$ cat config.mk
export PLATFORM = sky130hd
export DESIGN_NAME = rfps_front
export DESIGN_NICKNAME = d
export VERILOG_FILES = /design/src/design/rfps_pkg.sv /design/src/design/rfps_front.sv
export SDC_FILE = /design/constraint.sdc
export NUM_CORES = 1
export LEC_CHECK = 0
export BUFFER_PORTS_ARGS = -buffer_cell sky130_fd_sc_hd__buf_2
export CORE_ASPECT_RATIO = 0.8
export CORE_MARGIN = 2
export CORE_UTILIZATION = 40
export DETAILED_ROUTE_END_ITERATION = 8
export RECOVER_POWER = 100
export SLEW_MARGIN = 20
export SYNTH_ARGS = -nofsm -noshare
export SYNTH_HDL_FRONTEND = slang
export SYNTH_SLANG_ARGS = --single-unit
$ cat constraint.sdc
create_clock -name clk -period 12.1 [get_ports clk]
set_input_delay 0.605 -clock clk [delete_from_list [all_inputs] [get_ports clk]]
set_output_delay 0.605 -clock clk [all_outputs]
set_load 0.005 [all_outputs]
$ cat src/design/rfps_pkg.sv
// ----------------------------------------------------------------------------
// rfps_pkg
// Shared types, command codes and DAC helpers for the rotated frame scaler.
// ----------------------------------------------------------------------------
package rfps_pkg;

  typedef enum logic [1:0] {
    CMD_CLEAR = 2'd0,
    CMD_PLOT  = 2'd1,
    CMD_PAL   = 2'd2,
    CMD_FETCH = 2'd3
  } cmd_t;

  // Register indexes on the config port.
  localparam logic [3:0] ADDR_WIDTH  = 4'h0;
  localparam logic [3:0] ADDR_HEIGHT = 4'h4;
  localparam logic [3:0] ADDR_STRIDE = 4'h8;

  typedef enum logic [2:0] {
    BK_IDLE,
    BK_CLEAR,
    BK_DIV,
    BK_READ_FRAME,
    BK_READ_PAL,
    BK_OUT
  } back_state_t;

  // Queue word from front to back.
  typedef struct packed {
    cmd_t        cmd;
    logic [7:0]  pen;
    logic [7:0]  pal_index;
    logic [7:0]  pal_colour;
    logic        plot_ok;
    logic [7:0]  plot_row;
    logic [7:0]  plot_col;
    logic [11:0] dest_x;
    logic [11:0] dest_y;
  } work_t;

  // Weighted resistor DAC level of one PROM nibble.
  function automatic logic [8:0] dac_level(input logic [3:0] nib);
    logic [8:0] acc;
    acc = 9'd0;
    if (nib[0]) acc = acc + 9'h0e;
    if (nib[1]) acc = acc + 9'h1f;
    if (nib[2]) acc = acc + 9'h43;
    if (nib[3]) acc = acc + 9'h8f;
    return acc;
  endfunction

  function automatic logic [7:0] rgb332(input logic [3:0] r, input logic [3:0] g,
                                        input logic [3:0] b);
    logic [8:0] lr;
    logic [8:0] lg;
    logic [8:0] lb;
    lr = dac_level(r);
    lg = dac_level(g);
    lb = dac_level(b);
    return {lr[7:5], lg[7:5], lb[7:6]};
  endfunction

endpackage

$ cat src/design/rfps_front.sv
// ----------------------------------------------------------------------------
// rfps_front
// Accepts input words, does rotation and palette conversion, queues work.
// ----------------------------------------------------------------------------
module rfps_front #(
  parameter int SRC_WIDTH    = 224,
  parameter int SRC_HEIGHT   = 256,
  parameter int ROT_Y_OFFSET = 16
) (
  input  logic                 clk,
  input  logic                 rst,
  input  logic                 valid,
  output logic                 stall,
  input  logic [1:0]           cmd,
  input  logic signed [9:0]    abs_x,
  input  logic signed [9:0]    abs_y,
  input  logic [7:0]           pen,
  input  logic [7:0]           pal_index,
  input  logic [3:0]           prom_red,
  input  logic [3:0]           prom_green,
  input  logic [3:0]           prom_blue,
  input  logic [11:0]          dest_x,
  input  logic [11:0]          dest_y,
  output logic                 q_valid,
  output rfps_pkg::work_t      q_word,
  input  logic                 q_pop
);

  localparam int QDEPTH = 2;

  rfps_pkg::work_t  fifo [QDEPTH];
  logic             wr_ptr;
  logic             rd_ptr;
  logic [1:0]       count;
  logic             push;
  rfps_pkg::work_t  w;
  logic signed [11:0] col;
  logic signed [11:0] row;

  assign stall = (count == 2'(QDEPTH));
  assign push  = valid && !stall;

  always_comb begin
    col = 12'(abs_y) - 12'(ROT_Y_OFFSET);
    row = 12'sd255 - 12'(abs_x);
    w.cmd        = rfps_pkg::cmd_t'(cmd);
    w.pen        = pen;
    w.pal_index  = pal_index;
    w.pal_colour = rfps_pkg::rgb332(prom_red, prom_green, prom_blue);
    w.plot_ok    = (col >= 0) && (col < 12'(SRC_WIDTH)) &&
                   (row >= 0) && (row < 12'(SRC_HEIGHT));
    w.plot_row   = row[7:0];
    w.plot_col   = col[7:0];
    w.dest_x     = dest_x;
    w.dest_y     = dest_y;
  end

  always_ff @(posedge clk) begin
    if (push) fifo[wr_ptr] <= w;
  end

  always_ff @(posedge clk) begin
    if (rst) begin
      wr_ptr <= 1'b0;
      rd_ptr <= 1'b0;
      count  <= 2'd0;
    end else begin
      if (push) wr_ptr <= ~wr_ptr;
      if (q_pop) rd_ptr <= ~rd_ptr;
      count <= count + 2'(push) - 2'(q_pop);
    end
  end

  assign q_valid = (count != 2'd0);
  assign q_word  = fifo[rd_ptr];

endmodule

# == Yosys cells after proc, flatten, opt, wreduce, memory -nomap -nowiden ==
# Memories as Yosys holds them, arrays and structs flattened. A register that Yosys moved wholly into a read port is not among the register bits.
# Index checks and enable logic that the tools add are counted.
# totals
register_bits,4
latchBits,0
mem_bits_rw,134
romBits,0
input_bits,78
out_inout_bits,69
word_cells,46
mem_count,1
# mem_list
name,depth,width,read_ports,rd_clocked_by_memory_dff,write_ports,line,rtl
fifo,2,67,1,1,1,rfps_front.sv:31,rfps_pkg::work_t fifo [QDEPTH];
# classes
n_addsub,13
mul,0
div,0
magnitude_cmp,4
n_eq_ne,1
n_shift,0
mux,16
n_bitwise,2
n_reduce_logical,6
# ops
op,n
2-to-1 mux 8 bit,9
"adder 8 x 7 -> 8 bit, second input constant",3
"adder 8 bit, second input constant",3
"greater-or-equal comparator 11 x 1 -> 1 bit, second input constant",2
"adder 4 x 5 -> 6 bit, second input constant",3
2-to-1 mux 4 bit,3
"less-than comparator 11 x 10 -> 1 bit, second input constant",1
"less-than comparator 11 x 9 -> 1 bit, second input constant",1
"subtractor 10 x 6 -> 11 bit, second input constant",1
"subtractor 9 x 10 -> 11 bit, first input constant",1
logical AND 1 bit,4
2-to-1 mux 1 bit,4
adder 2 x 1 -> 2 bit,1
"== test 2 bit, second input constant",1
NOT 1 bit,2
nonzero test 2 bit,1
subtractor 2 x 1 -> 2 bit,1
logical NOT 1 bit,1

# == Logic depth before layout (Yosys ltp) ==
# depth
ltp_word,7
depth_mapped,8
depth_no_buf,8

# == Worst setup path before layout ==
# No wires, ideal clock.
# synth_timing
path_kind,input -> register
startpoint,input valid
endpoint,"memory fifo[0][0] in the netlist's numbering, enable pin"
setup_time_ps,492
arrival_time_ps,3496
required_time_ps,11608
path_slack_ps,8112
stages,2
path_buffers,0
cell_sequence,nand2_1 nor2_1
# synth_via
elab_chain_len,3
# synth_lines
element,line,rtl
"start, declared",rfps_front.sv:12,"input logic valid,"
logical AND 1 bit,rfps_front.sv:41,assign push = valid && !stall;
2-to-1 mux 1 bit,rfps_front.sv:59,if (push) fifo[wr_ptr] <= w;
2-to-1 mux 1 bit (implied by the code),rfps_front.sv:59,
"end, declared",rfps_front.sv:31,
# No other way between the ends.

# == Worst setup path in the final report ==
# layout_timing
startpoint,register count[0]
endpoint,"memory fifo[0][52] in the netlist's numbering, enable pin"
# layout_via
elab_chain_len,5
# layout_lines
element,line,rtl
"start, declared",rfps_front.sv:34,logic [1:0] count;
"start signal, assigned",rfps_front.sv:70,count <= count + 2'(push) - 2'(q_pop);
== test 2 bit,rfps_front.sv:40,assign stall = (count == 2'(QDEPTH));
logical NOT 1 bit,rfps_front.sv:41,
logical AND 1 bit,rfps_front.sv:41,
2-to-1 mux 1 bit,rfps_front.sv:59,
2-to-1 mux 1 bit (implied by the code),rfps_front.sv:59,
# No other way between the ends.

==> run summary <==
The H-tree generated during clock tree synthesis spans 4 levels. The number of enable flip-flop cells after synthesis is 134, and the net count after synthesis is 437. The floorplan has 39 rows. After technology mapping, the gate count stands at 338. The cell type contributing the most total cell area after synthesis was edfxtp_1. For the pin with the worst max-slew slack, the measured transition is 3.24 ns.

The fraction of the cycle the final worst path needs came out at 0.371. STA classifies the critical path endpoint as a flop. For the worst setup path, the data required time is 12.06 ns.

Combined global-route utilization of all metal layers: 0.146. The number of endpoints with negative hold slack in the final report is 0. Among all stages on the critical path, the largest delay is contributed by clkbuf_1. The run gives 3442 as the via count of the first global-routing pass. The origin of the worst min-delay path is dest_x[3].

The filler cell count was 1271; the worst slack after detailed placement was 9.64 ns. Along the worst path, the maximum fanout reaches 47. The effective utilization at floorplan is 0.408. The area growth from synthesis to final layout was 24.1%; the first-pass iteration count of the detailed router was 4.

The critical path goes through nand2b_1 -> nand2_1 -> nor2_1 -> clkbuf_1. Clock tree synthesis inserted a total of 17 buffers. The final reports fail on capacitance limit, slew limit. In this run the tool buffered the top-level ports with 146 buffer cells. The DRC violations left is 0, and the maximum cell stage delay along the critical path is 2.10 ns. Ranked by instance count, the synthesized netlist is headed by edfxtp_1, mux2_2, inv_1, ha_1. The total wire length after detailed routing was 11.0 mm. The logs give 0.00412 mm² for the area occupied by registers and 0 for the final-report setup violation count. STA classifies the critical path startpoint as a flop.

CTS sink count: 139. The logs give 68 for the largest net degree at the start of global routing and 45 for the distinct cell type count of the synthesized netlist. The buffer and inverter count on the worst path works out to 1. By startpoint and endpoint, the worst setup path is classified as reg -> reg. The cell sitting at the root of the clock tree is a clkbuf_16. Among all flip-flop cells after synthesis, the most frequent one is edfxtp_1.

In this run, synthesis produced a sequential element count of 139. At the later pin of the worst-skew pair, clock insertion delay measures 0.41 ns. The wire length of the first global-routing pass was 17.4 mm; the share of async-settable or async-resettable flops after synthesis was 0. The clock-pin transition on the worst setup and hold timing paths is 0.06 ns, and the number of ports placed on the die boundary is 147. The peak supply drop came out at 0.0891 mV. The violation count after the first detailed-route iteration was 205; the accumulated negative setup slack was 0 ns.

The via count is 3302, and the number of buffers inserted by post-CTS setup repair is 0. For the cts-stage hold buffer count, the log shows 0. In this run the standard cell core region covers 0.0142 mm². The count of instances resized after the clock tree is built came out at 0. The share of layout cells above drive strength 1 is 0.359. The end-of-flow core utilization is 0.506. The run finished, with violations left.

The cell area after synthesis is 0.00581 mm², and the final critical path time including I/O delays and setup is 4.49 ns. The part of the Yosys area used for sequential elements was 0.710. After layout, the worst setup slack is 7.61 ns. Most instantiated library cell after synthesis: edfxtp_1.

In this run the worst setup path begins at count[0]. The tightest slew margin relative to the limit was -1.16. The count of warnings emitted by yosys is 0, and the mean routed wirelength per cell is 15.9 µm. After synthesis, the cell types taking the most area are edfxtp_1, mux2_2, ha_1, dfxtp_1, inv_1. For this design the static power due to leakage is 2.68 nW. The placer's final routability congestion estimate came out at 0.790. The die extent in y is 112 µm, and the max-capacitance violation count is 4. Startpoint of the most critical register-to-register path: count[0]. The worst hold-check path type is in -> reg. The maximum buffer depth of the clock tree came out at 2. Setup repair after global routing left no endpoint under its margin.

Fraction of synthesized cell area taken by the top area cell type: 0.693. The run gives 0.0155 mm² as the die outline area. STA puts the critical path data arrival time at 4.44 ns. After detailed routing, the number of vias per cell comes to 4.78.

The repair_antennas step left the layout with diodes totalling 0. The gate family responsible for the most delay along the worst path is buffers and inverters. The run gives 206 as the number of max-slew violations in the final report. Once detail routing completed, the nets flagged for antenna violations numbered 0. Dividing total power by cell area gives a power density of 186 mW/mm².

The average instance in the mapped netlist occupies 17.2 µm². Between clock sinks in the finished design, the worst skew comes to 0.00733 ns. TritonCTS built the clock tree. Static timing analysis puts the maximum clock frequency at 223 MHz. The final-stage net count came out at 594. The total overflow left after global routing is 0.

The number of antenna violations at the first check in global routing was 0. The multi-input gate area in the final layout was 0.00153 mm²; the detailed-placement wirelength estimate was 7.17 mm. The die boundary width works out to 139 µm.
[state kept, by name, summed over array words and instances (netlist names), named ones only]
| name | flops |
|---|---|
| wr_ptr | 1 |
| fifo | 134 |
| count | 2 |
| rd_ptr | 1 |
[cell usage in the layout, fill, tap and decap left out, types with 2 or more instances in the layout]
master / n
mux2_2: 64
xnor2_1: 5
xor2_1: 9
edfxtp_1: 134
bufinv_16: 2
nor3_1: 4
nand4b_1: 3
clkinvlp_4: 4
mux2_1: 3
o22ai_1: 3
clkbuf_1: 60
clkbuf_16: 17
buf_2: 86
nand2b_1: 3
a21oi_1: 3
ha_1: 21
inv_1: 24
nor2_1: 8
clkinv_4: 3
clkinv_1: 2
nand2_1: 9
dfxtp_1: 5
o221ai_1: 2
nor2b_1: 4
[power breakdown]
part	total, mW	internal [mW]	leakage, nW	switching [mW]
sequential	0.650	0.625	1.29	0.0246
combinational	0.197	0.0899	1.12	0.107
clock	0.497	0.303	0.268	0.194
[final timing paths]
path | endpoint | slack (ns) | cells after the start
worst max register to register | fifo[0][52] | 7.61 | 4
worst min-delay path | fifo[0][15] | 0.38 | 1
worst min register to register | flop | 0.52 | 2
worst max-delay path | fifo[0][52] | 7.61 | 4
[layer usage]
metal	wire length, µm	GRT usage
met5	0	0
met2	5270	0.238
met1	4980	0.186
met4	135	0.0525
met3	625	0.0482
[area by class of cell]
class,count,area share
Tap cell,184,0.0319
Inverter,25,0.0130
Clock inverter,14,0.0206
Clock buffer,17,0.0590
Multi-Input combinational cell,165,0.212
Timing Repair Buffer,147,0.0914
Sequential cell,139,0.572
[logic make-up (layout without fill, tap and decap cells)]
logic type / Yosys count / after routing / synth area share
adder cells (fa/ha/maj): 21 / 21 / 0.0452
XOR/XNOR: 14 / 14 / 0.0211
AO/OA/AOI/OAI: 20 / 20 / 0.0265
buffers and inverters: 34 / 203 / 0.0243
flip-flops: 139 / 139 / 0.710
multiplexers: 67 / 67 / 0.130
AND/OR/NAND/NOR: 43 / 43 / 0.0429
[stage by stage]
stage | hold slack (ns) | total power, mW | cells | area (µm²)
2_1_floorplan | 0.480 | 0.768 | 338 | 5810
3_3_place_gp | 0.496 | 0.858 | 660 | 6750
3_5_place_dp | 0.501 | 0.864 | 660 | 6750
4_1_cts | 0.364 | 1.36 | 691 | 7320
5_1_grt | 0.359 | 1.41 | 691 | 7210
6_report | 0.383 | 1.34 | 691 | 7210
(Power assumes the default switching activity.)
